### src/design/summed_area_table_rect_sum_assert.svh
// Assertion macros for the summed-area table block.
`ifndef SUMMED_AREA_TABLE_RECT_SUM_ASSERT_SVH
`define SUMMED_AREA_TABLE_RECT_SUM_ASSERT_SVH

// Same-cycle implication, clocked on clk, off during reset.
`define SAT_ASSERT_NOW(label, ante, cons, msg) \
  label: assert property (@(posedge clk) disable iff (!rst_n) (ante) |-> (cons)) \
    else $error(msg);

// Next-cycle implication, clocked on clk, off during reset.
`define SAT_ASSERT_NEXT(label, ante, cons, msg) \
  label: assert property (@(posedge clk) disable iff (!rst_n) (ante) |=> (cons)) \
    else $error(msg);

`endif

### src/design/sat_pkg.sv
`default_nettype none
package sat_pkg;

  localparam int MAX_WIDTH  = 256;
  localparam int MAX_HEIGHT = 256;

  localparam int COORD_W    = 8;
  localparam int PIXEL_W    = 8;
  localparam int DIM_W      = 9;
  localparam int ADDR_W     = 2 * COORD_W;
  localparam int ENTRY_W    = 24;
  localparam int RSUM_W     = 16;
  localparam int AVG_W      = 16;
  localparam int STATUS_W   = 2;
  localparam int AREA_W     = 17;
  localparam int DVD_W      = ENTRY_W + 8;
  localparam int CFG_IDX_W  = 2;
  localparam int CFG_DATA_W = 9;

  localparam logic [CFG_IDX_W-1:0] REG_IMAGE_WIDTH  = CFG_IDX_W'(0);
  localparam logic [CFG_IDX_W-1:0] REG_IMAGE_HEIGHT = CFG_IDX_W'(1);

  localparam logic OP_LOAD  = 1'b0;
  localparam logic OP_QUERY = 1'b1;

  typedef enum logic [STATUS_W-1:0] {
    ST_OK         = 2'd0,
    ST_NOT_LOADED = 2'd1,
    ST_RANGE      = 2'd2
  } status_t;

  typedef struct packed {
    logic               valid;
    logic [ADDR_W-1:0]  addr;
    logic [ADDR_W-1:0]  above_addr;
    logic               has_above;
    logic [RSUM_W-1:0]  row_sum;
  } load_req_t;

  typedef struct packed {
    logic              en;
    logic [ADDR_W-1:0] addr;
  } rd_req_t;

  typedef struct packed {
    logic busy;
    logic res_valid;
  } q_status_t;

  typedef struct packed {
    logic [ENTRY_W-1:0] rect_sum;
    logic [AVG_W-1:0]   rect_average_q8;
    status_t            status;
  } result_t;

endpackage
`default_nettype wire

### src/design/sat_loader.sv
`default_nettype none
module sat_loader (
  input  logic                        clk,
  input  logic                        rst_n,
  input  logic                        pixel_acc,
  input  logic [sat_pkg::PIXEL_W-1:0] pixel,
  input  logic                        restart,
  input  logic [sat_pkg::DIM_W-1:0]   width,
  input  logic [sat_pkg::DIM_W-1:0]   height,
  output sat_pkg::load_req_t          ld_req,
  output logic                        frame_loaded
);
  import sat_pkg::*;

  logic [COORD_W-1:0] col_r, col_nxt;
  logic [COORD_W-1:0] row_r, row_nxt;
  logic [RSUM_W-1:0]  rsum_r, rsum_nxt;
  logic               loaded_r, loaded_nxt;

  logic               wrap_c;
  logic [COORD_W-1:0] col_c;
  logic [COORD_W-1:0] row_c;
  logic [RSUM_W-1:0]  rsum_c;
  logic [DIM_W-1:0]   col_inc;
  logic [DIM_W-1:0]   row_inc;

  always_comb begin
    wrap_c  = loaded_r || ({1'b0, col_r} >= width) || ({1'b0, row_r} >= height);
    col_c   = wrap_c ? '0 : col_r;
    row_c   = wrap_c ? '0 : row_r;
    rsum_c  = (col_c == '0) ? RSUM_W'(pixel) : rsum_r + RSUM_W'(pixel);
    col_inc = {1'b0, col_c} + DIM_W'(1);
    row_inc = {1'b0, row_c} + DIM_W'(1);

    col_nxt    = col_r;
    row_nxt    = row_r;
    rsum_nxt   = rsum_r;
    loaded_nxt = loaded_r;
    if (restart) begin
      col_nxt    = '0;
      row_nxt    = '0;
      rsum_nxt   = '0;
      loaded_nxt = 1'b0;
    end else if (pixel_acc) begin
      rsum_nxt   = rsum_c;
      loaded_nxt = 1'b0;
      if (col_inc >= width) begin
        col_nxt = '0;
        if (row_inc >= height) begin
          row_nxt    = '0;
          loaded_nxt = 1'b1;
        end else begin
          row_nxt = row_inc[COORD_W-1:0];
        end
      end else begin
        col_nxt = col_inc[COORD_W-1:0];
        row_nxt = row_c;
      end
    end
  end

  always_ff @(posedge clk) begin
    if (!rst_n) begin
      col_r    <= '0;
      row_r    <= '0;
      rsum_r   <= '0;
      loaded_r <= 1'b0;
    end else begin
      col_r    <= col_nxt;
      row_r    <= row_nxt;
      rsum_r   <= rsum_nxt;
      loaded_r <= loaded_nxt;
    end
  end

  always_comb begin
    ld_req.valid      = pixel_acc && !restart;
    ld_req.addr       = {row_c, col_c};
    ld_req.above_addr = {row_c - COORD_W'(1), col_c};
    ld_req.has_above  = (row_c != '0);
    ld_req.row_sum    = rsum_c;
  end

  assign frame_loaded = loaded_r;

endmodule
`default_nettype wire

### config.mk
export PLATFORM = sky130hd
export DESIGN_NAME = sat_loader
export DESIGN_NICKNAME = d
export VERILOG_FILES = /design/src/design/summed_area_table_rect_sum_assert.svh /design/src/design/sat_pkg.sv /design/src/design/sat_loader.sv
export SDC_FILE = /design/constraint.sdc
export NUM_CORES = 1
export LEC_CHECK = 0
export BUFFER_PORTS_ARGS = -buffer_cell sky130_fd_sc_hd__buf_4
export CAP_MARGIN = 5
export CORE_MARGIN = 2
export CORE_UTILIZATION = 45
export DETAILED_ROUTE_END_ITERATION = 16
export HOLD_SLACK_MARGIN = 0.02
export PLACE_DENSITY_LB_ADDON = 0.3
export RECOVER_POWER = 100
export SYNTH_ARGS = -nofsm -noshare
export SYNTH_HDL_FRONTEND = slang
export SYNTH_SLANG_ARGS = --single-unit
export TNS_END_PERCENT = 50
### constraint.sdc
create_clock -name clk -period 4.63 [get_ports clk]
set_input_delay 0.463 -clock clk [delete_from_list [all_inputs] [get_ports clk]]
set_output_delay 0.463 -clock clk [all_outputs]
set_load 0.005 [all_outputs]
**Yosys cells after proc, flatten, opt, wreduce, memory -nomap -nowiden**

Cells that the tools add are included.

- Bits in writable memories: 0
- Output and inout port bits: 51
- Latch bits: 0
- Memory bits (read-only): 0
- Bits in registers: 33
- Memories: 0

- $add $sub $neg: 4
- Shift-type cells: 0
- Magnitude comparators: 4
- Multipliers: 0
- Eq/ne operators: 0
- Div/mod/pow operators: 0
- Reduce and logical (&&, ||, !) cells: 7
- Bitwise gates (word level): 1
- Multiplexer cells: 8

Operator list:

| operator | count |
|---|---|
| $mux 8 | 5 |
| $add 8x1->9 const B | 2 |
| $ge 8x9->1 | 2 |
| $ge 9x9->1 | 2 |
| $add 16x8->16 | 1 |
| $mux 16 | 1 |
| $logic_not 8->1 | 1 |
| $reduce_bool 8->1 | 1 |
| $sub 8x1->8 const B | 1 |
| $logic_or 1x1->1 | 2 |
| $mux 1 | 2 |
| $reduce_or 2->1 | 1 |
| $logic_and 1x1->1 | 1 |
| $logic_not 1->1 | 1 |
| $not 1->1 | 1 |

**Depth between registers and ports, before layout**

Gate-level depths: netlist of the first run.

- Depth in word-level cells: 8
- Depth in mapped cells: 24

**Least setup slack after synthesis of the first run**

OpenSTA, ideal clock, no wires.

- Kind: input to register
- Start point: in height[6] (netlist name)
- End point: reg row_r[3]
- Buffers on the path: 2
- Library setup time: 0.058 ns
- Cell stages on the path: 22
- Data arrival time: 4.700 ns
- Data required time: 4.572 ns
- Setup slack: -0.128 ns
- Cell sequence: inv_1 > ha_1 > and4b_1 > a21o_1 > a211oi_2 > and3_1 > clkbuf_1 > clkbuf_1 > nand2_1 > inv_1 > ha_1 > and3_1 > and3_1 > xnor2_1 > nor2_1 > ha_1 > o2111ai_1 > nor3_1 > o31ai_1 > nor4_1 > o211a_1 > a21o_1

RTL lines:

| what | RTL line | RTL |
|---|---|---|
| start, declared | sat_loader.sv:9 | `input logic [sat_pkg::DIM_W-1:0] height,` |
| end signal, assigned | sat_loader.sv:70 | `row_r <= row_nxt;` |
| end, declared | sat_loader.sv:16 | `logic [COORD_W-1:0] row_r, row_nxt;` |

**Worst setup path in the final report of the first run**

- Start point: reg row_r[7]
- End point: reg row_r[6]

- Word-level cells in the longest chain between the ends: 7

Ends and longest elaborated chain:

| what | RTL line | RTL |
|---|---|---|
| $ge 8x9->1 | sat_loader.sv:28 | `wrap_c = loaded_r \|\| ({1'b0, col_r} >= width) \|\| ({1'b0, row_r} >= height);` |
| $logic_or 1x1->1 | sat_loader.sv:28 |  |
| $mux 8 | sat_loader.sv:30 | `row_c = wrap_c ? '0 : row_r;` |
| $add 8x1->9 | sat_loader.sv:33 | `row_inc = {1'b0, row_c} + DIM_W'(1);` |
| $ge 9x9->1 | sat_loader.sv:49 | `if (row_inc >= height) begin` |
| $mux 8 | sat_loader.sv:49 |  |
| $mux 8 (*) | sat_loader.sv:47 | `if (col_inc >= width) begin` |

Every way passes the cells marked *; elsewhere a longest branch is shown, timed or not.
A chain may end at the register's enable or synchronous reset.

==> flow_summary.json, run 1 <==
{
  "outcome": "finished, final reports clean",
  "fin_util_pct": 58.2,
  "routabilityCongestion": 0.906,
  "syn_nets": 524,
  "regArea_um2": 667,
  "h-tree-depth": 2,
  "stdcell_count": 620,
  "fin_crit_sh_pct": 95.0,
  "nets": 598,
  "wirelength_mm": 8.89,
  "tritoncts": "done",
  "fp.dieW_um": 90.5,
  "synth-edff-count": 0,
  "multi_input_area_um2": 2460,
  "synth_top_cell_area_share_pct": 19.6,
  "post_drt_wl_per_cell_um": 14.3,
  "criticalPathCategory": "reg -> reg",
  "port_buffers": 80,
  "path_cells": "ha_1, and4b_1, a21o_1, a211oi_2, and3_4, buf_8, nand2_1, inv_2, ha_2, and3_4, nor2b_1, o21a_1, ha_1, a21oi_1, a21boi_0, o21ai_0, o21ai_1, nor4_2, buf_4, o211a_1, a21o_1",
  "synthTopCellsByArea": "dfxtp_1, ha_1, nor2_1, xnor2_1, nand2_1",
  "start_util_pct": 46.5,
  "numClockSinks": 33,
  "crit_arrival_ns": 4.63,
  "cellLeakagePower_nw": 2.12,
  "synth_cells": 447,
  "setup_viol": 0,
  "root_buffer": "clkbuf_8",
  "ant_nets": 0,
  "slew_headroom_pct": 31.3,
  "area_delta_synth_final_pct": 25.1,
  "layout-drive-gt1-share_pct": 23.8,
  "powerDensity_nw_per_um2": 164,
  "grt_overflow": 0,
  "final_area_um2": 4220,
  "grt_max_degree": 28,
  "dp_slack_ns": -0.208,
  "min_to": "rsum_r[3]",
  "synth_largest_area_cell": "dfxtp_1",
  "slowest_stage": "dfxtp_4",
  "worstMarginPinSlew_ns": 1.03,
  "rows": 31,
  "yosysSeqAreaShare_pct": 19.6,
  "vdd_drop_max_mv": 0.117,
  "die-area_um2": 8200,
  "r2r_cells": 21,
  "reg2reg_from": "row_r[7]",
  "cts_buffer_depth": 2,
  "hold_class": "in -> reg",
  "grt_pass1_vias": 3357,
  "ys.flop_type": "dfxtp_1",
  "globalRouteTotalUtil_pct": 21.7,
  "vias": 3433,
  "clock_latency_ns": 0.29,
  "critPathCaptureType": "register",
  "cap_violations": 0,
  "antenna_found_initial": 0,
  "via_per_inst": 5.54,
  "ys_ff_latch": 33,
  "min_from": "pixel[3]",
  "place_area_um2": 4070,
  "worstSetupStartpointType": "register",
  "r2r-end": "row_r[6]",
  "yosysUniqueCellTypes": 52,
  "required_ns": 4.86,
  "max_stage_delay_ns": 0.37,
  "worstHoldPathCells": 3,
  "timing.fmax_mhz": 227,
  "fillers": 672,
  "grt_first_pass_wirelength_mm": 15.2,
  "fin_crit_ns": 4.40,
  "avgSynthCellArea_um2": 7.54,
  "synth_common_cells": "ha_1, nor2_1, nand2_1",
  "netlist_area_um2": 3370,
  "yosysWarnings": 0,
  "synth_most_common_cell": "ha_1",
  "crit_path_max_fanout": 21,
  "total_power_mw": 0.691,
  "clock_skew_ns": 0.0130,
  "core_area_um2": 7250,
  "detail_route.drc_violations": 0,
  "ioPinCount": 81,
  "worst_hold_slack_ns": 0.477,
  "fp.dieH_um": 90.5,
  "cts_buffers": 5,
  "hpwl_mm": 6.76,
  "num_antenna_cells": 0,
  "path_clk_slew_ns": 0.07,
  "hold_viol": 0,
  "drt_iter0_drc": 228,
  "ys_async_sr_fraction_pct": 0,
  "dp.cells": 611,
  "reg2reg_slack_ns": 0.23,
  "cts-hold-fix-buffers": 0,
  "first_pass_iters": 4,
  "setup_slack_ns": 0.233,
  "final_max_slew_viol_count": 0,
  "setup_tns_ns": 0
}
## layer usage
metal  vias to the layer above  routed length, µm  global-route usage, %
li1                       1719                  -                      -
met1                      1614               4060                   29.2
met2                        90               4330                   35.7
met3                        10                404                   3.26
met4                         0                 97                   6.79
met5                         -                  0                      0
## timing repair
action / CTS / global route
resized for setup: 3 / 11
cloned: 0 / 0
buffers inserted: 1 / 1
pin swaps: 1 / 2
endpoints found under the setup margin: 8 / 14
## layout by cell type (no fill, tap or decap), types with 12 or more instances in the layout
master    n
inv_1    33
o21ai_0  18
nor2_1   44
nand2_1  36
and3_1   15
dfxtp_1  30
buf_4    95
nand3_1  15
a21oi_1  17
nor3_1   13
xor2_1   12
xnor2_1  17
ha_1     45
## flip-flops by register name, summed over array words and instances, names as in the netlist
signal,cells
rsum_r,16
row_r,8
frame_loaded,1
col_r,8
## layout make-up
class                   count  area share [%]
flip-flops and latches     33            15.8
clock inverters             2           0.831
well taps                  99            2.94
multi-input cells         349            58.2
inverters                  35            3.11
clock buffers               5            1.63
repair buffers             97            17.4
## logic make-up after synthesis
kind of cell,after synthesis,synth area share [%]
AND/OR/NAND/NOR,176,26.7
AO/OA/AOI/OAI,91,18.3
buffers and inverters,65,8.17
adder cells (fa/ha/maj),47,17.7
flip-flops,33,19.6
XOR/XNOR,29,7.54
multiplexers,6,2.00
## power by group
part	switching, mW	total (mW)	leakage (nW)	internal (mW)
Combinational	0.0692	0.132	1.80	0.0624
Clock	0.113	0.270	0.0540	0.157
Sequential	0.00242	0.289	0.269	0.287
Total	0.185	0.691	2.12	0.506
## worst max-delay path, delay by kind of cell (launching register included)
kind,cells,cell delay [ns]
compound gates,9,1.46
simple gates,6,1.29
fa+ha+maj,3,0.76
buf+inv,3,0.45
flops,1,0.37
## worst max path at each step
stage,from,end,slack (ns),cells after the start
after floorplan,height[6],row_r[0],0.01,23
after global placement,height[6],row_r[0],-0.05,22
after detailed placement,height[6],row_r[5],-0.21,22
after CTS,row_r[7],row_r[6],0.002,21
after global routing,row_r[0],col_r[5],-0.04,21
final,row_r[7],row_r[6],0.23,21
(Power assumes the default switching activity.)
==> run 2, diff against run 1 <==
--- a/config.mk
+++ b/config.mk
@@ -11,7 +11,7 @@
 export CORE_UTILIZATION = 45
 export DETAILED_ROUTE_END_ITERATION = 16
 export HOLD_SLACK_MARGIN = 0.02
-export PLACE_DENSITY_LB_ADDON = 0.3
+export PLACE_DENSITY_LB_ADDON = 0.25
 export RECOVER_POWER = 100
 export SYNTH_ARGS = -nofsm -noshare
 export SYNTH_HDL_FRONTEND = slang
==> run 2 against run 1 <==
  * Via count decreased by 1.5%
  * Critical endpoint is now row_r[5]
  * Design area decreased by 0.45%
  * Sequential share of layout area about the same
  * Critical path depth unchanged
==> flow_summary.json, run 2 (synthesis results as in run 1) <==
{
  "clock_skew_ns": 0.00472,
  "num_antenna_cells": 0,
  "cts-hold-fix-buffers": 0,
  "layout-drive-gt1-share_pct": 22.1,
  "routabilityCongestion": 0.923,
  "numClockSinks": 33,
  "reg2reg_slack_ns": 0.33,
  "multi_input_area_um2": 2450,
  "r2r_cells": 21,
  "crit_buf_inv": 4,
  "cts_buffers": 5,
  "path_clk_slew_ns": 0.07,
  "fp.dieH_um": 90.5,
  "grt_overflow": 0,
  "nets": 601,
  "path_cells": "ha_1, a211oi_1, o32ai_1, a211oi_2, and3_4, buf_6, nand2_2, inv_1, ha_2, and3_1, nor2b_1, o21a_1, ha_1, a21oi_1, a21boi_0, o21ai_0, o21ai_1, nor4_1, buf_4, buf_4, a22o_1",
  "largest_reg_flops": 16,
  "port_buffers": 80,
  "setup_tns_ns": 0,
  "fin_util_pct": 57.9,
  "powerDensity_nw_per_um2": 152,
  "core_area_um2": 7250,
  "max_stage_delay_ns": 0.36,
  "fillers": 678,
  "required_ns": 4.86,
  "use_met2_pct": 37.8,
  "die-area_um2": 8200,
  "hold_class": "in -> reg",
  "via_per_inst": 5.42,
  "antenna_found_initial": 0,
  "r2r-end": "row_r[5]",
  "root_buffer": "clkbuf_8",
  "cellLeakagePower_nw": 2.10,
  "grt_pass1_vias": 3305,
  "outcome": "finished, final reports clean",
  "fin_crit_sh_pct": 93.0,
  "place_area_um2": 4090,
  "timing.fmax_mhz": 232,
  "slew_headroom_pct": 33.4,
  "post_drt_wl_per_cell_um": 14.0,
  "crit_path_max_fanout": 21,
  "grt_setup_unrepaired": "false",
  "ant_nets": 0,
  "grt_first_pass_wirelength_mm": 15.1,
  "final_max_slew_viol_count": 0,
  "cts_buffer_depth": 2,
  "tritoncts": "done",
  "drt_iter0_drc": 272,
  "worstMarginPinSlew_ns": 0.999,
  "cap_violations": 0,
  "vdd_drop_max_mv": 0.113,
  "area_delta_synth_final_pct": 24.6,
  "h-tree-depth": 2,
  "critPathCaptureType": "register",
  "criticalPathCategory": "reg -> reg",
  "crit_arrival_ns": 4.54,
  "dp.cells": 614,
  "total_power_mw": 0.638,
  "setup_viol": 0,
  "hold_viol": 0,
  "min_to": "rsum_r[3]",
  "final_area_um2": 4200,
  "rows": 31,
  "globalRouteTotalUtil_pct": 21.7,
  "min_from": "pixel[3]",
  "ioPinCount": 81,
  "worstSetupStartpointType": "register",
  "detail_route.drc_violations": 0,
  "regArea_um2": 662,
  "start_util_pct": 46.5,
  "worstHoldPathCells": 3,
  "met1_usage_pct": 28.7,
  "top_regs": "rsum_r x16, col_r x8, row_r x8",
  "gr-max-usage-layer": "met2",
  "stdcell_count": 624,
  "cp_top_family": "compound AO/OA/AOI/OAI gates",
  "vias": 3381,
  "hpwl_mm": 6.78,
  "fin_crit_ns": 4.30,
  "fp.dieW_um": 90.5,
  "clock_latency_ns": 0.28,
  "slowest_stage": "dfxtp_2",
  "layout_common_cells": "buf_4, ha_1, nor2_1, nand2_1",
  "met3_usage_pct": 2.75,
  "first_pass_iters": 4,
  "grt_max_degree": 28,
  "reg2reg_from": "col_r[6]",
  "layout_commonest_cell": "buf_4",
  "regMostFlops": "rsum_r",
  "wirelength_mm": 8.73
}
run 2: where the power goes:
group / leakage, nW / internal, mW / total (mW) / switching, mW
combinational: 1.78 / 0.0604 / 0.129 / 0.0682
sequential: 0.267 / 0.287 / 0.290 / 0.00228
clock: 0.0439 / 0.104 / 0.219 / 0.116
total: 2.10 / 0.452 / 0.638 / 0.186
run 2: repair_timing:
action	4_1_cts	5_1_grt
resized for setup	1	8
cloned	0	0
endpoints found under the setup margin	6	16
pin swaps	1	2
buffers inserted	1	1
run 2: per-stage QoR:
step | hold slack, ns | setup slack, ns
floorplan | 0.471 | 0.00972
global placement | 0.503 | -0.102
detailed placement | 0.502 | -0.209
CTS | 0.482 | 0.0719
global route | 0.510 | 0.0192
finish | 0.491 | 0.326
run 2: worst max-delay path by stage:
stage               from  endpoint  slack (ns)  cells after the start
2_1_floorplan  height[6]  row_r[0]        0.01                     23
3_3_place_gp   height[6]  row_r[2]       -0.10                     22
3_5_place_dp   height[7]  row_r[5]       -0.21                     22
4_1_cts         col_r[6]  row_r[5]        0.07                     21
5_1_grt         col_r[6]  col_r[4]        0.02                     20
6_report        col_r[6]  row_r[5]        0.33                     21
run 2: area by class of cell:
| cell class | instances | share of cell area, % |
|---|---|---|
| Multi-Input combinational cell | 349 | 58.3 |
| Inverter | 35 | 3.13 |
| Clock buffer | 5 | 1.64 |
| Timing Repair Buffer | 100 | 17.8 |
| Tap cell | 99 | 2.95 |
| Clock inverter | 3 | 0.417 |
| Sequential cell | 33 | 15.8 |
run 2: worst min-delay path, stage by stage:
cell     delay (ns)
buf_4          0.12
nand2_1        0.07
a31oi_1        0.07
run 2: metal layers:
metal  share of wire [%]  wire (µm)  vias up
li1                    -          -     1720
met4                0.65         57        0
met2                  48       4170      100
met3                 4.2        368        4
met1                  47       4130     1557
met5                   0          0        -
