### config.mk
export PLATFORM = sky130hd
export DESIGN_NAME = sat_query
export DESIGN_NICKNAME = d
export VERILOG_FILES = /design/src/design/summed_area_table_rect_sum_assert.svh /design/src/design/sat_pkg.sv /design/src/design/sat_div.sv /design/src/design/sat_query.sv
export SDC_FILE = /design/constraint.sdc
export NUM_CORES = 1
export LEC_CHECK = 0
export BUFFER_PORTS_ARGS = -buffer_cell sky130_fd_sc_hd__buf_2
export CAP_MARGIN = 30
export CORE_MARGIN = 2
export CORE_UTILIZATION = 35
export CTS_CLUSTER_DIAMETER = 40
export DETAILED_ROUTE_END_ITERATION = 10
export GPL_ROUTABILITY_DRIVEN = 0
export SLEW_MARGIN = 20
export SYNTH_ARGS = -nofsm -noshare
export SYNTH_HDL_FRONTEND = slang
export SYNTH_SLANG_ARGS = --single-unit
### constraint.sdc
create_clock -name clk -period 4.8 [get_ports clk]
set_input_delay 0.24 -clock clk [delete_from_list [all_inputs] [get_ports clk]]
set_output_delay 0.24 -clock clk [all_outputs]
set_load 0.02 [all_outputs]
### src/design/summed_area_table_rect_sum_assert.svh
// Assertion macros for the summed-area table block.
`ifndef SUMMED_AREA_TABLE_RECT_SUM_ASSERT_SVH
`define SUMMED_AREA_TABLE_RECT_SUM_ASSERT_SVH

// Same-cycle implication, clocked on clk, off during reset.
`define SAT_ASSERT_NOW(label, ante, cons, msg) \
  label: assert property (@(posedge clk) disable iff (!rst_n) (ante) |-> (cons)) \
    else $error(msg);

// Next-cycle implication, clocked on clk, off during reset.
`define SAT_ASSERT_NEXT(label, ante, cons, msg) \
  label: assert property (@(posedge clk) disable iff (!rst_n) (ante) |=> (cons)) \
    else $error(msg);

`endif

### src/design/sat_pkg.sv
`default_nettype none
package sat_pkg;

  localparam int MAX_WIDTH  = 256;
  localparam int MAX_HEIGHT = 256;

  localparam int COORD_W    = 8;
  localparam int PIXEL_W    = 8;
  localparam int DIM_W      = 9;
  localparam int ADDR_W     = 2 * COORD_W;
  localparam int ENTRY_W    = 24;
  localparam int RSUM_W     = 16;
  localparam int AVG_W      = 16;
  localparam int STATUS_W   = 2;
  localparam int AREA_W     = 17;
  localparam int DVD_W      = ENTRY_W + 8;
  localparam int CFG_IDX_W  = 2;
  localparam int CFG_DATA_W = 9;

  localparam logic [CFG_IDX_W-1:0] REG_IMAGE_WIDTH  = CFG_IDX_W'(0);
  localparam logic [CFG_IDX_W-1:0] REG_IMAGE_HEIGHT = CFG_IDX_W'(1);

  localparam logic OP_LOAD  = 1'b0;
  localparam logic OP_QUERY = 1'b1;

  typedef enum logic [STATUS_W-1:0] {
    ST_OK         = 2'd0,
    ST_NOT_LOADED = 2'd1,
    ST_RANGE      = 2'd2
  } status_t;

  typedef struct packed {
    logic               valid;
    logic [ADDR_W-1:0]  addr;
    logic [ADDR_W-1:0]  above_addr;
    logic               has_above;
    logic [RSUM_W-1:0]  row_sum;
  } load_req_t;

  typedef struct packed {
    logic              en;
    logic [ADDR_W-1:0] addr;
  } rd_req_t;

  typedef struct packed {
    logic busy;
    logic res_valid;
  } q_status_t;

  typedef struct packed {
    logic [ENTRY_W-1:0] rect_sum;
    logic [AVG_W-1:0]   rect_average_q8;
    status_t            status;
  } result_t;

endpackage
`default_nettype wire

### src/design/sat_div.sv
`default_nettype none
module sat_div (
  input  logic                      clk,
  input  logic                      rst_n,
  input  logic                      start,
  input  logic [sat_pkg::DVD_W-1:0]  dividend,
  input  logic [sat_pkg::AREA_W-1:0] divisor,
  output logic                      done,
  output logic [sat_pkg::DVD_W-1:0]  quotient
);
  import sat_pkg::*;

  localparam int CNT_W = $clog2(DVD_W);

  logic             run_r;
  logic             done_r;
  logic [CNT_W-1:0] cnt_r;
  logic [DVD_W-1:0] dvd_r;
  logic [AREA_W-1:0] dsr_r;
  logic [AREA_W-1:0] rem_r;

  logic [AREA_W:0]  rem_sh;
  logic [AREA_W:0]  rem_sub;
  logic             ge_c;

  always_comb begin
    rem_sh  = {rem_r, dvd_r[DVD_W-1]};
    ge_c    = rem_sh >= {1'b0, dsr_r};
    rem_sub = ge_c ? rem_sh - {1'b0, dsr_r} : rem_sh;
  end

  always_ff @(posedge clk) begin
    if (!rst_n) begin
      run_r  <= 1'b0;
      done_r <= 1'b0;
      cnt_r  <= '0;
    end else begin
      done_r <= 1'b0;
      if (start) begin
        run_r <= 1'b1;
        cnt_r <= '0;
      end else if (run_r) begin
        cnt_r <= cnt_r + CNT_W'(1);
        if (cnt_r == CNT_W'(DVD_W - 1)) begin
          run_r  <= 1'b0;
          done_r <= 1'b1;
        end
      end
    end
  end

  // one quotient bit per step, shifted into the dividend register
  always_ff @(posedge clk) begin
    if (start) begin
      dvd_r <= dividend;
      dsr_r <= divisor;
      rem_r <= '0;
    end else if (run_r) begin
      dvd_r <= {dvd_r[DVD_W-2:0], ge_c};
      rem_r <= rem_sub[AREA_W-1:0];
    end
  end

  assign done     = done_r;
  assign quotient = dvd_r;

endmodule
`default_nettype wire

### src/design/sat_query.sv
`default_nettype none
module sat_query (
  input  logic                        clk,
  input  logic                        rst_n,
  input  logic                        start,
  input  logic [sat_pkg::COORD_W-1:0] ax,
  input  logic [sat_pkg::COORD_W-1:0] ay,
  input  logic [sat_pkg::COORD_W-1:0] bx,
  input  logic [sat_pkg::COORD_W-1:0] by,
  input  logic [sat_pkg::DIM_W-1:0]   width,
  input  logic [sat_pkg::DIM_W-1:0]   height,
  input  logic                        frame_loaded,
  input  logic [sat_pkg::ENTRY_W-1:0] rd_data,
  input  logic                        out_free,
  output sat_pkg::rd_req_t            rd_req,
  output sat_pkg::q_status_t          q_stat,
  output sat_pkg::result_t            res
);
  import sat_pkg::*;

  typedef enum logic [2:0] {Q_IDLE, Q_READ, Q_DRAIN, Q_DIV, Q_DONE} q_state_t;

  localparam logic [1:0] TERM_HH = 2'd0;
  localparam logic [1:0] TERM_LH = 2'd1;
  localparam logic [1:0] TERM_HL = 2'd2;
  localparam logic [1:0] TERM_LL = 2'd3;

  q_state_t           state_r;
  logic [1:0]         idx_r;
  logic [1:0]         prev_idx_r;
  logic               prev_v_r;
  logic [COORD_W-1:0] x0_r, x1_r, y0_r, y1_r;
  logic [DIM_W-1:0]   dx_r, dy_r;
  logic [AREA_W-1:0]  area_r;
  logic [ENTRY_W-1:0] sum_r;
  logic [AVG_W-1:0]   avg_r;
  status_t            status_r;

  logic [COORD_W-1:0] x0_c, x1_c, y0_c, y1_c;
  logic               range_err_c;
  logic [ENTRY_W-1:0] term_c;
  logic               sub_c;
  logic [ENTRY_W-1:0] sum_acc_c;
  logic [2*DIM_W-1:0] prod_c;
  logic               div_start;
  logic               div_done;
  logic [DVD_W-1:0]   div_q;

  always_comb begin
    x0_c = (ax < bx) ? ax : bx;
    x1_c = (ax < bx) ? bx : ax;
    y0_c = (ay < by) ? ay : by;
    y1_c = (ay < by) ? by : ay;
    range_err_c = ({1'b0, ax} >= width) || ({1'b0, bx} >= width) ||
                  ({1'b0, ay} >= height) || ({1'b0, by} >= height);
    prod_c = (2*DIM_W)'(dx_r) * (2*DIM_W)'(dy_r);
  end

  always_comb begin
    rd_req.en = (state_r == Q_READ);
    case (idx_r)
      TERM_HH: rd_req.addr = {y1_r, x1_r};
      TERM_LH: rd_req.addr = {y0_r - COORD_W'(1), x1_r};
      TERM_HL: rd_req.addr = {y1_r, x0_r - COORD_W'(1)};
      TERM_LL: rd_req.addr = {y0_r - COORD_W'(1), x0_r - COORD_W'(1)};
      default: rd_req.addr = {y1_r, x1_r};
    endcase
  end

  // drop terms that fall on row or column -1
  always_comb begin
    case (prev_idx_r)
      TERM_HH: begin
        term_c = rd_data;
        sub_c  = 1'b0;
      end
      TERM_LH: begin
        term_c = (y0_r != '0) ? rd_data : '0;
        sub_c  = 1'b1;
      end
      TERM_HL: begin
        term_c = (x0_r != '0) ? rd_data : '0;
        sub_c  = 1'b1;
      end
      TERM_LL: begin
        term_c = ((y0_r != '0) && (x0_r != '0)) ? rd_data : '0;
        sub_c  = 1'b0;
      end
      default: begin
        term_c = '0;
        sub_c  = 1'b0;
      end
    endcase
    if (prev_v_r) begin
      sum_acc_c = sub_c ? sum_r - term_c : sum_r + term_c;
    end else begin
      sum_acc_c = sum_r;
    end
  end

  assign div_start = (state_r == Q_DRAIN);

  sat_div u_div (
    .clk      (clk),
    .rst_n    (rst_n),
    .start    (div_start),
    .dividend ({sum_acc_c, 8'd0}),
    .divisor  (area_r),
    .done     (div_done),
    .quotient (div_q)
  );

  always_ff @(posedge clk) begin
    if (!rst_n) begin
      state_r  <= Q_IDLE;
      prev_v_r <= 1'b0;
      idx_r    <= TERM_HH;
    end else begin
      case (state_r)
        Q_IDLE: begin
          prev_v_r <= 1'b0;
          idx_r    <= TERM_HH;
          if (start) begin
            x0_r  <= x0_c;
            x1_r  <= x1_c;
            y0_r  <= y0_c;
            y1_r  <= y1_c;
            dx_r  <= {1'b0, x1_c} - {1'b0, x0_c} + DIM_W'(1);
            dy_r  <= {1'b0, y1_c} - {1'b0, y0_c} + DIM_W'(1);
            sum_r <= '0;
            avg_r <= '0;
            if (!frame_loaded) begin
              status_r <= ST_NOT_LOADED;
              state_r  <= Q_DONE;
            end else if (range_err_c) begin
              status_r <= ST_RANGE;
              state_r  <= Q_DONE;
            end else begin
              status_r <= ST_OK;
              state_r  <= Q_READ;
            end
          end
        end
        Q_READ: begin
          area_r     <= prod_c[AREA_W-1:0];
          sum_r      <= sum_acc_c;
          prev_v_r   <= 1'b1;
          prev_idx_r <= idx_r;
          idx_r      <= idx_r + 2'd1;
          if (idx_r == TERM_LL) begin
            state_r <= Q_DRAIN;
          end
        end
        Q_DRAIN: begin
          sum_r    <= sum_acc_c;
          prev_v_r <= 1'b0;
          state_r  <= Q_DIV;
        end
        Q_DIV: begin
          if (div_done) begin
            avg_r   <= div_q[AVG_W-1:0];
            state_r <= Q_DONE;
          end
        end
        Q_DONE: begin
          if (out_free) begin
            state_r <= Q_IDLE;
          end
        end
        default: state_r <= Q_IDLE;
      endcase
    end
  end

  always_comb begin
    q_stat.busy          = (state_r != Q_IDLE);
    q_stat.res_valid     = (state_r == Q_DONE);
    res.rect_sum         = sum_r;
    res.rect_average_q8  = avg_r;
    res.status           = status_r;
  end

endmodule
`default_nettype wire
# After elaboration in Yosys (flattened, before gate mapping)
# Index checks and enable logic that the tools add are counted.
word_totals:
  in_bits: 79
  output_inout_bits: 61
  regBits: 190
  word_cells: 117
op_classes:
  order_cmp: 7
  addsub: 11
  n_mul: 1
  n_eq_ne: 15
  reduce_logical: 26
  muxes: 34
  bitwise_logic: 2
ops:
  columns: ["op", "count"]
  rows:
  - ["2-to-1 mux 24 bit", 6]
  - ["one-hot mux 24 bit (4 select lines)", 1]
  - ["2-to-1 mux 32 bit", 2]
  - ["one-hot mux 16 bit (4 select lines)", 1]
  - ["one-hot mux 24 bit (2 select lines)", 1]
  - [">= comparator 8 x 9 -> 1 bit", 4]
  - ["2-to-1 mux 16 bit", 2]
  - ["2-to-1 mux 8 bit", 4]
  - ["one-hot mux 16 bit (2 select lines)", 1]
  - ["adder 24 bit", 1]
  - ["subtractor 24 bit", 1]
  - ["adder 9 x 1 -> 9 bit, second input constant", 2]
  - [">= comparator 18 x 17 -> 1 bit", 1]
  - ["2-to-1 mux 3 bit", 6]
  - ["subtractor 8 x 8 -> 9 bit", 2]
  - ["multiplier 9 x 9 -> 17 bit", 1]
  - ["2-to-1 mux 17 bit", 1]
  - ["subtractor 17 bit", 1]
  - ["< comparator 8 bit", 2]
  - ["nonzero test 8 bit", 2]
  - ["subtractor 8 x 1 -> 8 bit, second input constant", 2]
  - ["one-hot mux 3 bit (5 select lines)", 1]
  - ["nonzero test 2 bit", 5]
  - ["OR reduction 2 bit", 5]
  - ["other kinds (24)", 41]

# Longest topological paths before layout
# Gate-level depths: netlist of run 1.
depth:
  ltp_word: 8
  ltp_mapped: 24
  depth_no_buf: 21

# Modules after synthesis
# A second synthesis of run 1 with hierarchy kept.
unflattened:
  cells_unflattened: 1577
  hier_area_um2: 15303.4
by_module_without_submodules:
  columns: ["mod", "area_per_inst_um2", "instances", "seq_area_each_um2", "cells_per_inst"]
  rows:
  - ["sat_query", 11437.2, 1, 3453.3, 1239]
  - ["sat_div", 3866.2, 1, 1951.9, 338]

# Worst setup path before layout of run 1
# Ideal clock, no wire load.
synth_timing:
  path_type: "reg2reg"
  start: "register x0_r[2]"
  end: "register u_div.dvd_r[30] (netlist: u_div.quotient[30]) (data pin)"
  t_required_ns: 4.525
  slack_ns: -0.335
  synth_period_minus_slack_ns: 5.135
  stages_incl_launch_ff: 24
  setup_ns: 0.275
  arrival_ns: 4.860
  n_path_buf: 3
  path_cell_list: "edfxtp_1 or3_1 or2_1 o32a_1 a211o_1 buf_2 clkbuf_1 and2_1 inv_1 ha_1 o21ai_1 and2_1 clkbuf_1 nor2_2 nor3_1 ha_1 a21oi_1 nand3_1 a21oi_1 nor2_1 a311o_1 a221oi_1 xor2_1 o221ai_1"
synth_between:
  elab_chain_len: 8
  elab_cells_between_ends: 10
  cone_classes: "add/sub: 2; mux: 6; reduce/logical: 2"
synth_lines:
  columns: ["item", "line", "rtl"]
  rows:
  - ["from (decl)", "sat_query.sv:32", "logic [COORD_W-1:0] x0_r, x1_r, y0_r, y1_r;"]
  - ["from (signal assigned)", "sat_query.sv:124", "x0_r <= x0_c;"]
  - ["nonzero test 8 bit (*)", "sat_query.sv:82, sat_query.sv:86", null]
  - ["logical AND 1 bit", "sat_query.sv:86", "term_c = ((y0_r != '0) && (x0_r != '0)) ? rd_data : '0;"]
  - ["2-to-1 mux 24 bit", "sat_query.sv:86", null]
  - ["one-hot mux 24 bit (4 select lines) (*)", "sat_query.sv:72", "case (prev_idx_r)"]
  - ["adder 24 bit or subtractor 24 bit (tied branches)", "sat_query.sv:95", "sum_acc_c = sub_c ? sum_r - term_c : sum_r + term_c;"]
  - ["2-to-1 mux 24 bit (*)", "sat_query.sv:95", null]
  - ["2-to-1 mux 24 bit (*)", "sat_query.sv:94", "if (prev_v_r) begin"]
  - ["2-to-1 mux 32 bit (*)", "sat_div.sv:54", "if (start) begin"]
  - ["to (signal assigned)", "sat_div.sv:55", "dvd_r <= dividend;"]
  - ["to (signal assigned)", "sat_div.sv:59", "dvd_r <= {dvd_r[DVD_W-2:0], ge_c};"]
  - ["to (decl)", "sat_div.sv:18", "logic [DVD_W-1:0] dvd_r;"]
# Mark *: on every way between the ends. The rest lies on a longest branch, timed or not.
# A chain may end at the register's enable or synchronous reset.

# Worst setup path in the final report of run 1
layout_timing:
  start: "register x0_r[3]"
  end: "register u_div.dvd_r[31] (netlist: u_div.quotient[31]) (data pin)"
# The elaborated chain is that of the path after synthesis.

==> impl_results.html, run 1 <==
<table>
<tr><th>Metric</th><th>Value</th></tr>
<tr><th colspan="2">Synthesis</th></tr>
<tr><td>#FFs+latches synth</td><td>190</td></tr>
<tr><td>Leading cell types by total area after synthesis</td><td>sky130_fd_sc_hd__edfxtp_1 (31%), sky130_fd_sc_hd__ha_1 (14%), sky130_fd_sc_hd__fa_1 (7.2%)</td></tr>
<tr><td>Multiplexer share of the synthesized area</td><td>0.0387</td></tr>
<tr><td>Post-Synth XOR/XNOR Area</td><td>0.0495</td></tr>
<tr><td>Post-Syn Area</td><td>14700 µm²</td></tr>
<tr><td>Most numerous cell in the Yosys netlist</td><td>sky130_fd_sc_hd__ha_1</td></tr>
<tr><td>Warning count from the yosys run</td><td>0</td></tr>
<tr><td>Register area share after synthesis</td><td>0.363</td></tr>
<tr><td>Number of distinct library cell variants in the gate-level netlist after synthesis</td><td>69</td></tr>
<tr><td>Mean cell area of the mapped netlist</td><td>about 9.7 µm²</td></tr>
<tr><td>Count of mapped cells out of synthesis</td><td>1509</td></tr>
<tr><td>Dominant register cell in the synthesized netlist</td><td>sky130_fd_sc_hd__edfxtp_1</td></tr>
<tr><td>Post-synth EDFFs</td><td>152</td></tr>
<tr><td>Basic-gate share of the synthesized area counting and, or, nand and nor cells</td><td>0.147</td></tr>
<tr><td>Compound-gate portion of the synthesized area</td><td>0.142</td></tr>
<tr><td>Fraction of post-synthesis cell area in the top cell type by area</td><td>0.311</td></tr>
<tr><td>List of most frequent post-synthesis cells</td><td>sky130_fd_sc_hd__ha_1 (159), sky130_fd_sc_hd__edfxtp_1 (152), sky130_fd_sc_hd__inv_1 (151)</td></tr>
<tr><td>Synth Area in Adders</td><td>0.208</td></tr>
<tr><td>Async SR Flop Fraction</td><td>0</td></tr>
<tr><td>Largest family of logic cells by synthesized area</td><td>adder cells</td></tr>
<tr><td>Post-Syn Nets</td><td>1800</td></tr>
<tr><td>Area leader, netlist</td><td>sky130_fd_sc_hd__edfxtp_1</td></tr>
<tr><th colspan="2">Setup path</th></tr>
<tr><td>Arrival time reported for the critical path endpoint</td><td>5.13 ns</td></tr>
<tr><td>Top cell family by delay on the critical path</td><td>simple AND/OR/NAND/NOR gates</td></tr>
<tr><td>CP peak stage delay</td><td>0.49 ns</td></tr>
<tr><td>Crit path cell chain</td><td>or3_4, or2_1, o32a_1, a211o_4, and2_4, inv_2, ha_4, o21ai_4, and2_4, nor2_4, buf_4, nor3_2, ha_1, nand3_2, nor4_4, nand3_1, o21ai_2, o21ai_2, and3_4, or4_4, a31oi_1</td></tr>
<tr><td>Data required time at the worst endpoint</td><td>5.09 ns</td></tr>
<tr><td>Cell with the biggest individual delay on the critical path</td><td>sky130_fd_sc_hd__or4_4</td></tr>
<tr><td>Count of buffer and inverter cells on the critical path</td><td>2</td></tr>
<tr><td>Crit Path Max Fanout</td><td>8</td></tr>
<tr><td>Startpoint types</td><td>flop</td></tr>
<tr><td>Type of the worst setup path</td><td>flop to flop</td></tr>
<tr><td>Sort of element at the end of the critical path</td><td>flop</td></tr>
<tr><td>Number of cells on the worst reg-to-reg path</td><td>21</td></tr>
<tr><td>Total number of cells along the worst setup path</td><td>21</td></tr>
<tr><th colspan="2">STA</th></tr>
<tr><td>Fmax</td><td>207 MHz</td></tr>
<tr><td>Minimum period implied by the final worst setup slack</td><td>4.84 ns</td></tr>
<tr><td>Count of pins over their slew limit</td><td>0</td></tr>
<tr><td>Least setup slack across all paths after layout</td><td>-0.0411 ns</td></tr>
<tr><td>Number of endpoints failing setup at the final stage</td><td>1</td></tr>
<tr><td>Transition time at the pin with the least slew margin</td><td>roughly 0.8 ns</td></tr>
<tr><td>Final count of hold timing violations</td><td>0</td></tr>
<tr><td>Worst clock skew</td><td>0.0158 ns</td></tr>
<tr><td>RSZ-0062 raised after global routing</td><td>true</td></tr>
<tr><td>Worst rel slew slack</td><td>0.476</td></tr>
<tr><td>Setup TNS Final</td><td>-0.0411 ns</td></tr>
<tr><td>Fin crit share</td><td>1.01</td></tr>
<tr><th colspan="2">Route</th></tr>
<tr><td>Total number of vias</td><td>about 11000</td></tr>
<tr><td>Final routed wire length divided by cell count</td><td>15.2 µm</td></tr>
<tr><td>DRT met1 WL</td><td>15700 µm</td></tr>
<tr><td>DRT iter0 DRCs</td><td>around 560</td></tr>
<tr><td>Remaining design rule violation count</td><td>0</td></tr>
<tr><td>Drt pass-1 iters</td><td>6</td></tr>
<tr><td>Final routed wirelength across all metal layers</td><td>34400 µm</td></tr>
<tr><td>Via density</td><td>5.06</td></tr>
<tr><td>Routed length on met3</td><td>~1200 µm</td></tr>
<tr><td>DR WL met2</td><td>17000 µm</td></tr>
<tr><td>DRT antenna net count</td><td>0</td></tr>
<tr><td>Highest metal used</td><td>met5</td></tr>
<tr><th colspan="2">Floorplanning</th></tr>
<tr><td>Core box area</td><td>41700 µm²</td></tr>
<tr><td>Height of the die</td><td>209 µm</td></tr>
<tr><td>Cell Rows</td><td>75</td></tr>
<tr><td>Initial core utilization</td><td>0.352</td></tr>
<tr><td>Die outline area</td><td>43600 µm²</td></tr>
<tr><td>X dimension of the die</td><td>209 µm</td></tr>
<tr><td>Count of pins on the block boundary</td><td>140</td></tr>
<tr><th colspan="2">Global routing</th></tr>
<tr><td>Global-route wire length before repair</td><td>55500 µm</td></tr>
<tr><td>Maximum number of pins on one net before global-route repair</td><td>73</td></tr>
<tr><td>Number of antenna violations at the first check in global routing</td><td>1</td></tr>
<tr><td>Vias in the first global route</td><td>approximately 11000</td></tr>
<tr><td>Total track usage</td><td>0.156</td></tr>
<tr><td>Total gr overflow</td><td>0</td></tr>
<tr><th colspan="2">Clock network</th></tr>
<tr><td>Maximum level of the CTS H-tree</td><td>4</td></tr>
<tr><td>Insertion delay to the later sink of the worst-skew pair</td><td>approximately 0.44 ns</td></tr>
<tr><td>Number of sinks driven by the clock tree</td><td>190</td></tr>
<tr><td>Maximum clock insertion buffer count</td><td>2</td></tr>
<tr><td>Library cell used as clock root buffer</td><td>sky130_fd_sc_hd__clkbuf_16</td></tr>
<tr><td>CTS buffer count</td><td>17</td></tr>
<tr><td>CTS tree</td><td>built</td></tr>
<tr><td>CTS clock-pin slew for the worst setup and hold paths</td><td>about 0.08 ns</td></tr>
<tr><th colspan="2">Layout</th></tr>
<tr><td>Count of inserted antenna diode cells</td><td>0</td></tr>
<tr><td>Net count reported at finish</td><td>between 1500 and 2000</td></tr>
<tr><td>Fraction of layout instances using a drive strength above 1</td><td>0.213</td></tr>
<tr><td>Post-route non-filler standard cell count</td><td>2260</td></tr>
<tr><td>Finished Core Util</td><td>0.422</td></tr>
<tr><td>Synth-to-layout area growth</td><td>19.7%</td></tr>
<tr><th colspan="2">Run</th></tr>
<tr><td>Number of max-cap violations</td><td>0</td></tr>
<tr><th colspan="2">Power and ir drop</th></tr>
<tr><td>Power per cell area</td><td>392 nW/µm²</td></tr>
<tr><td>Total leakage power</td><td>7.70 nW</td></tr>
<tr><td>Maximum ir drop on the vdd rail</td><td>282 µV</td></tr>
<tr><th colspan="2">Outcome</th></tr>
<tr><td>Run status</td><td>complete, but fails checks</td></tr>
<tr><td>Violated checks</td><td>negative setup slack</td></tr>
<tr><th colspan="2">Min path</th></tr>
<tr><td>Hold Path Cell Cnt</td><td>3</td></tr>
<tr><td>Classification of the worst-slack hold path</td><td>input port to flop</td></tr>
<tr><th colspan="2">Place</th></tr>
<tr><td>DP Wirelength</td><td>26800 µm</td></tr>
<tr><td>Post-Place Cells</td><td>2200</td></tr>
<tr><td>Minimum setup slack after placement</td><td>-0.258 ns</td></tr>
<tr><td>I/O Buffers</td><td>139</td></tr>
</table>
==> area by class of cell <==
class                           instances  area (µm²)
Fill cell                            4047       24100
Multi-Input combinational cell       1117        8960
Sequential cell                       190        5330
Timing Repair Buffer                  230        1420
Tap cell                              539         674
Inverter                              152         571
Clock buffer                           19         443
Clock inverter                         13         171
==> logic make-up (layout without fill, tap and decap cells) <==
family / after synthesis / in the layout
xor+xnor: 83 / 83
compound gates: 325 / 325
mux: 55 / 55
fa+ha+maj: 212 / 212
flops: 190 / 190
buf+inv: 202 / 414
simple gates: 442 / 442
==> power breakdown <==
part	leakage (nW)	internal, W	switching [W]	total, W
Combinational	5.67	0.00149	0.00175	0.00323
Sequential	1.73	0.00206	0.000106	0.00216
Clock	0.301	0.000808	0.000680	0.00149
==> worst reg2reg max path, stage by stage (launching register included) <==
cell	delay, ns
sky130_fd_sc_hd__edfxtp_1	0.40
sky130_fd_sc_hd__or3_4	0.40
sky130_fd_sc_hd__or2_1	0.23
sky130_fd_sc_hd__o32a_1	0.39
sky130_fd_sc_hd__a211o_4	0.39
sky130_fd_sc_hd__and2_4	0.17
sky130_fd_sc_hd__inv_2	0.06
sky130_fd_sc_hd__ha_4	0.16
sky130_fd_sc_hd__o21ai_4	0.08
sky130_fd_sc_hd__and2_4	0.21
sky130_fd_sc_hd__nor2_4	0.15
sky130_fd_sc_hd__buf_4	0.14
sky130_fd_sc_hd__nor3_2	0.04
sky130_fd_sc_hd__ha_1	0.36
sky130_fd_sc_hd__nand3_2	0.13
sky130_fd_sc_hd__nor4_4	0.23
sky130_fd_sc_hd__nand3_1	0.12
sky130_fd_sc_hd__o21ai_2	0.12
sky130_fd_sc_hd__o21ai_2	0.11
sky130_fd_sc_hd__and3_4	0.16
sky130_fd_sc_hd__or4_4	0.49
sky130_fd_sc_hd__a31oi_1	0.18
==> worst paths after layout <==
kind                    from                 end  slack, ns
hold reg to reg   area_r[13]     u_div.dsr_r[13]       0.42
hold / removal         rst_n          state_r[2]       0.06
setup / recovery     x0_r[3]  u_div.quotient[31]      -0.04
setup reg to reg     x0_r[3]  u_div.quotient[31]      -0.04
==> stage by stage <==
step	total power, W	area (µm²)	hold WS [ns]
floorplan	0.00460	14700	0.338
global placement	0.00523	16400	0.403
detailed placement	0.00531	16400	0.405
CTS	0.00684	17100	0.0338
global route	0.00745	17600	0.0702
finish	0.00688	17600	0.0628
==> layer usage <==
layer  up-vias  GRT usage
met3        36     0.0280
met5         -          0
li1       5688          -
met2       229      0.276
met1      5477      0.197
met4         2     0.0397
==> placed cells by master, fill, tap and decap left out, types with 18 or more instances in the layout <==
master / instances
sky130_fd_sc_hd__buf_4: 82
sky130_fd_sc_hd__nor2_1: 89
sky130_fd_sc_hd__nand3_1: 34
sky130_fd_sc_hd__and2_1: 64
sky130_fd_sc_hd__nor2b_1: 26
sky130_fd_sc_hd__buf_2: 140
sky130_fd_sc_hd__xor2_1: 28
sky130_fd_sc_hd__inv_1: 150
sky130_fd_sc_hd__a21o_1: 30
sky130_fd_sc_hd__a21oi_1: 64
sky130_fd_sc_hd__dfxtp_1: 37
sky130_fd_sc_hd__xnor2_1: 54
sky130_fd_sc_hd__fa_1: 50
sky130_fd_sc_hd__ha_1: 155
sky130_fd_sc_hd__edfxtp_1: 152
sky130_fd_sc_hd__o21ai_0: 88
sky130_fd_sc_hd__nand2_1: 130
sky130_fd_sc_hd__mux2i_1: 41
sky130_fd_sc_hd__nor3_1: 18
==> flip-flops by register name, summed over array words and instances (netlist names), 2 cells and up <==
signal	cells
y1_r	8
dx_r	9
u_div.quotient	32
area_r	17
u_div.dsr_r	17
sum_r	24
dy_r	9
y0_r	8
x0_r	8
idx_r	2
u_div.rem_r	17
status_r	2
u_div.cnt_r	5
state_r	3
x1_r	8
prev_idx_r	2
avg_r	16
==> what timing repair did <==
| action | CTS | global route |
|---|---|---|
| gates resized for setup | 10 | 81 |
| hold buffers | 0 | 0 |
| cloned | 0 | 1 |
| setup endpoints to repair | 16 | 30 |
| buffers inserted | 0 | 27 |
| pin swaps | 4 | 47 |
Note: power is estimated with default switching activity, not from simulation.
==> inputs of run 2 (changes only) <==
CELL_PAD_IN_SITES_DETAIL_PLACEMENT = 1   (was unset)
CELL_PAD_IN_SITES_GLOBAL_PLACEMENT = 2   (was unset)
PLACE_DENSITY_LB_ADDON = 0.1   (was unset)
REMOVE_ABC_BUFFERS = 1   (was unset)
SKIP_CTS_REPAIR_TIMING = 1   (was unset)
==> impl_results.html, run 2 (synthesized netlist as in run 1, its figures left out) <==
<table>
<tr><th>Metric</th><th>Value</th></tr>
<tr><th colspan="2">Outcome</th></tr>
<tr><td>Run status</td><td>finished, final reports clean</td></tr>
<tr><th colspan="2">Route</th></tr>
<tr><td>DR WL met2</td><td>19600 µm (+15%)</td></tr>
<tr><td>Remaining design rule violation count</td><td>0 (unchanged)</td></tr>
<tr><td>DRT iter0 DRCs</td><td>274 (-51%)</td></tr>
<tr><td>Final routed wire length divided by cell count</td><td>16.7 µm (+9.5%)</td></tr>
<tr><td>Drt pass-1 iters</td><td>4 (-2)</td></tr>
<tr><td>Total number of vias</td><td>11464 (+0.28%)</td></tr>
<tr><td>Highest metal used</td><td>met5</td></tr>
<tr><td>Final routed wirelength across all metal layers</td><td>38100 µm (+11%)</td></tr>
<tr><td>DRT met1 WL</td><td>17100 µm (+8.9%)</td></tr>
<tr><td>Routed length on met3</td><td>1060 µm (-14%)</td></tr>
<tr><td>DRT antenna net count</td><td>0 (unchanged)</td></tr>
<tr><td>Via density</td><td>5.02 (-0.77%)</td></tr>
<tr><th colspan="2">Floorplanning</th></tr>
<tr><td>Die outline area</td><td>43600 µm² (unchanged)</td></tr>
<tr><td>Count of pins on the block boundary</td><td>140 (unchanged)</td></tr>
<tr><td>Initial core utilization</td><td>0.352 (unchanged)</td></tr>
<tr><td>Cell Rows</td><td>75 (unchanged)</td></tr>
<tr><td>Core box area</td><td>41700 µm² (unchanged)</td></tr>
<tr><td>X dimension of the die</td><td>209 µm (unchanged)</td></tr>
<tr><td>Height of the die</td><td>209 µm (unchanged)</td></tr>
<tr><th colspan="2">Setup path</th></tr>
<tr><td>Crit Path Max Fanout</td><td>3 (-5)</td></tr>
<tr><td>CP peak stage delay</td><td>0.39 ns (-0.10 ns)</td></tr>
<tr><td>Type of the worst setup path</td><td>flop to flop</td></tr>
<tr><td>Top cell family by delay on the critical path</td><td>compound AO/OA/AOI/OAI gates</td></tr>
<tr><td>Sort of element at the end of the critical path</td><td>flop</td></tr>
<tr><td>Arrival time reported for the critical path endpoint</td><td>4.83 ns (-0.30 ns)</td></tr>
<tr><td>Startpoint types</td><td>flop</td></tr>
<tr><td>Count of buffer and inverter cells on the critical path</td><td>2 (unchanged)</td></tr>
<tr><td>Data required time at the worst endpoint</td><td>4.99 ns (-0.10 ns)</td></tr>
<tr><td>Crit path cell chain</td><td>or3_4, or2_1, o32a_1, a211o_1, and2_4, inv_4, ha_4, nand2_1, o21ai_2, fa_2, a211oi_4, o211ai_1, a21oi_2, buf_4, o31ai_4, a221o_1, xor2_1, mux2i_2, o21ai_0</td></tr>
<tr><td>Cell with the biggest individual delay on the critical path</td><td>sky130_fd_sc_hd__or3_4</td></tr>
<tr><th colspan="2">STA</th></tr>
<tr><td>Worst rel slew slack</td><td>0.476 (about the same)</td></tr>
<tr><td>RSZ-0062 raised after global routing</td><td>true</td></tr>
<tr><td>Count of pins over their slew limit</td><td>0 (unchanged)</td></tr>
<tr><td>Fin crit share</td><td>0.967 (-0.0413)</td></tr>
<tr><td>Minimum period implied by the final worst setup slack</td><td>4.64 ns (-0.198 ns)</td></tr>
<tr><td>Transition time at the pin with the least slew margin</td><td>0.786 ns (+0.000206 ns)</td></tr>
<tr><td>Worst clock skew</td><td>0.0103 ns (-0.00547 ns)</td></tr>
<tr><td>Final count of hold timing violations</td><td>0 (unchanged)</td></tr>
<tr><td>Min Hold Slack</td><td>0.0289 ns (-0.0339 ns)</td></tr>
<tr><td>Fmax</td><td>215 MHz (+4.3%)</td></tr>
<tr><td>Number of endpoints failing setup at the final stage</td><td>0 (-1)</td></tr>
<tr><th colspan="2">Clock network</th></tr>
<tr><td>Maximum level of the CTS H-tree</td><td>4 (unchanged)</td></tr>
<tr><td>Number of sinks driven by the clock tree</td><td>190 (unchanged)</td></tr>
<tr><td>CTS tree</td><td>built</td></tr>
<tr><td>Library cell used as clock root buffer</td><td>sky130_fd_sc_hd__clkbuf_16</td></tr>
<tr><td>CTS buffer count</td><td>17 (unchanged)</td></tr>
<tr><td>Insertion delay to the later sink of the worst-skew pair</td><td>0.46 ns (+0.02 ns)</td></tr>
<tr><td>Maximum clock insertion buffer count</td><td>2 (unchanged)</td></tr>
<tr><td>CTS clock-pin slew for the worst setup and hold paths</td><td>0.07 ns (about the same)</td></tr>
<tr><th colspan="2">Place</th></tr>
<tr><td>Placed cell areas</td><td>16500 µm² (+0.72%)</td></tr>
<tr><td>DP Wirelength</td><td>30800 µm (+15%)</td></tr>
<tr><td>I/O Buffers</td><td>139 (unchanged)</td></tr>
<tr><td>Post-Place Cells</td><td>2223 (+1.0%)</td></tr>
<tr><th colspan="2">Power and ir drop</th></tr>
<tr><td>Maximum ir drop on the vdd rail</td><td>317 µV (+13%)</td></tr>
<tr><td>Power per cell area</td><td>401 nW/µm² (+2.2%)</td></tr>
<tr><td>Share of power burned in registers</td><td>0.305 (-0.009)</td></tr>
<tr><td>Clk pwr share</td><td>0.229 (+0.013)</td></tr>
<tr><td>Total leakage power</td><td>7.81 nW (+1.3%)</td></tr>
<tr><td>Fraction of power consumed by combinational cells</td><td>0.466 (-0.004)</td></tr>
<tr><td>Net switching power</td><td>0.00258 W (+1.9%)</td></tr>
<tr><td>Internal Power</td><td>0.00450 W (+3.5%)</td></tr>
<tr><td>Switching power as a share of total power</td><td>0.364 (-0.00368)</td></tr>
<tr><th colspan="2">Global routing</th></tr>
<tr><td>Total track usage</td><td>0.176 (+0.0196)</td></tr>
<tr><td>Maximum number of pins on one net before global-route repair</td><td>73 (unchanged)</td></tr>
<tr><td>Number of antenna violations at the first check in global routing</td><td>3 (+2)</td></tr>
<tr><td>Vias in the first global route</td><td>12019 (+5.9%)</td></tr>
<tr><td>Total gr overflow</td><td>0 (unchanged)</td></tr>
<tr><td>Global-route wire length before repair</td><td>61300 µm (+10%)</td></tr>
<tr><th colspan="2">Layout</th></tr>
<tr><td>Commonest non-fill, non-tap cells in the layout</td><td>sky130_fd_sc_hd__ha_1 (157), sky130_fd_sc_hd__edfxtp_1 (152), sky130_fd_sc_hd__inv_1 (149)</td></tr>
<tr><td>Post-route non-filler standard cell count</td><td>2284 (+1.1%)</td></tr>
<tr><td>Final instance area</td><td>17700 µm² (+0.68%)</td></tr>
<tr><td>Max reg flops</td><td>32 (unchanged)</td></tr>
<tr><td>Fraction of layout instances using a drive strength above 1</td><td>0.216 (+0.00305)</td></tr>
<tr><td>Synth-to-layout area growth</td><td>20.5%</td></tr>
<tr><td>FILL cells</td><td>4775 (+18%)</td></tr>
<tr><td>Net count reported at finish</td><td>2021 (+1.1%)</td></tr>
<tr><td>Most common cell after layout, fill and taps aside</td><td>sky130_fd_sc_hd__ha_1</td></tr>
<tr><th colspan="2">Min path</th></tr>
<tr><td>Classification of the worst-slack hold path</td><td>input port to flop</td></tr>
<tr><th colspan="2">Run</th></tr>
<tr><td>Number of max-cap violations</td><td>0 (unchanged)</td></tr>
</table>
run 2: worst paths after layout:
check                           slack, ns                  to  depth (start not counted)         start
worst min-delay path                 0.03          state_r[2]                          2  frame_loaded
worst max-delay path                 0.16  u_div.quotient[28]                         19       x0_r[3]
worst min register to register       0.41      u_div.dsr_r[0]                          0     area_r[0]
worst max register to register       0.16  u_div.quotient[28]                         19       x0_r[3]
run 2: layout make-up:
type                       count  area (µm²)  share of cell area
clock buffer                  20         479              0.0271
inverter                     152         573              0.0324
multi-input combinational   1117        8870               0.502
tap                          539         674              0.0381
antenna                        2        5.00            0.000283
sequential                   190        5330               0.301
timing repair buffer         252        1560              0.0883
clock inverter                12         195              0.0110
run 2: worst reg2reg max path, stage by stage, from the launching register on:
cell and delay, ns:
sky130_fd_sc_hd__edfxtp_1 0.38, sky130_fd_sc_hd__or3_4 0.39, sky130_fd_sc_hd__or2_1 0.25, sky130_fd_sc_hd__o32a_1 0.33
sky130_fd_sc_hd__a211o_1 0.28, sky130_fd_sc_hd__and2_4 0.16, sky130_fd_sc_hd__inv_4 0.05, sky130_fd_sc_hd__ha_4 0.18
sky130_fd_sc_hd__nand2_1 0.07, sky130_fd_sc_hd__o21ai_2 0.08, sky130_fd_sc_hd__fa_2 0.39, sky130_fd_sc_hd__a211oi_4 0.28
sky130_fd_sc_hd__o211ai_1 0.19, sky130_fd_sc_hd__a21oi_2 0.26, sky130_fd_sc_hd__buf_4 0.16, sky130_fd_sc_hd__o31ai_4 0.08
sky130_fd_sc_hd__a221o_1 0.35, sky130_fd_sc_hd__xor2_1 0.16, sky130_fd_sc_hd__mux2i_2 0.23, sky130_fd_sc_hd__o21ai_0 0.10
run 2: power groups by stage:
| stage | clock network, W | registers, W | logic [W] |
|---|---|---|---|
| global route | 0.00172 | 0.00218 | 0.00376 |
| detailed placement | 0 | 0.00221 | 0.00321 |
| global placement | 0 | 0.00221 | 0.00314 |
| floorplan | 0 | 0.00220 | 0.00238 |
| CTS | 0.00167 | 0.00217 | 0.00323 |
| finish | 0.00162 | 0.00216 | 0.00330 |
run 2: metrics by stage:
step | TNS (ns) | util | total power (W) | setup slack, ns
2_1_floorplan | -2.06 | - | 0.00458 | -0.356
3_3_place_gp | -1.60 | 0.396 | 0.00535 | -0.302
3_5_place_dp | -3.71 | 0.396 | 0.00542 | -0.402
4_1_cts | -4.24 | 0.413 | 0.00707 | -0.428
5_1_grt | -0.127 | 0.424 | 0.00766 | -0.0347
6_report | 0 | 0.424 | 0.00708 | 0.157
run 2: metal layers:
layer | GRT usage | up-vias
li1 | - | 5729
met1 | 0.218 | 5599
met2 | 0.319 | 111
met3 | 0.0292 | 23
met4 | 0.0384 | 2
met5 | 0 | -
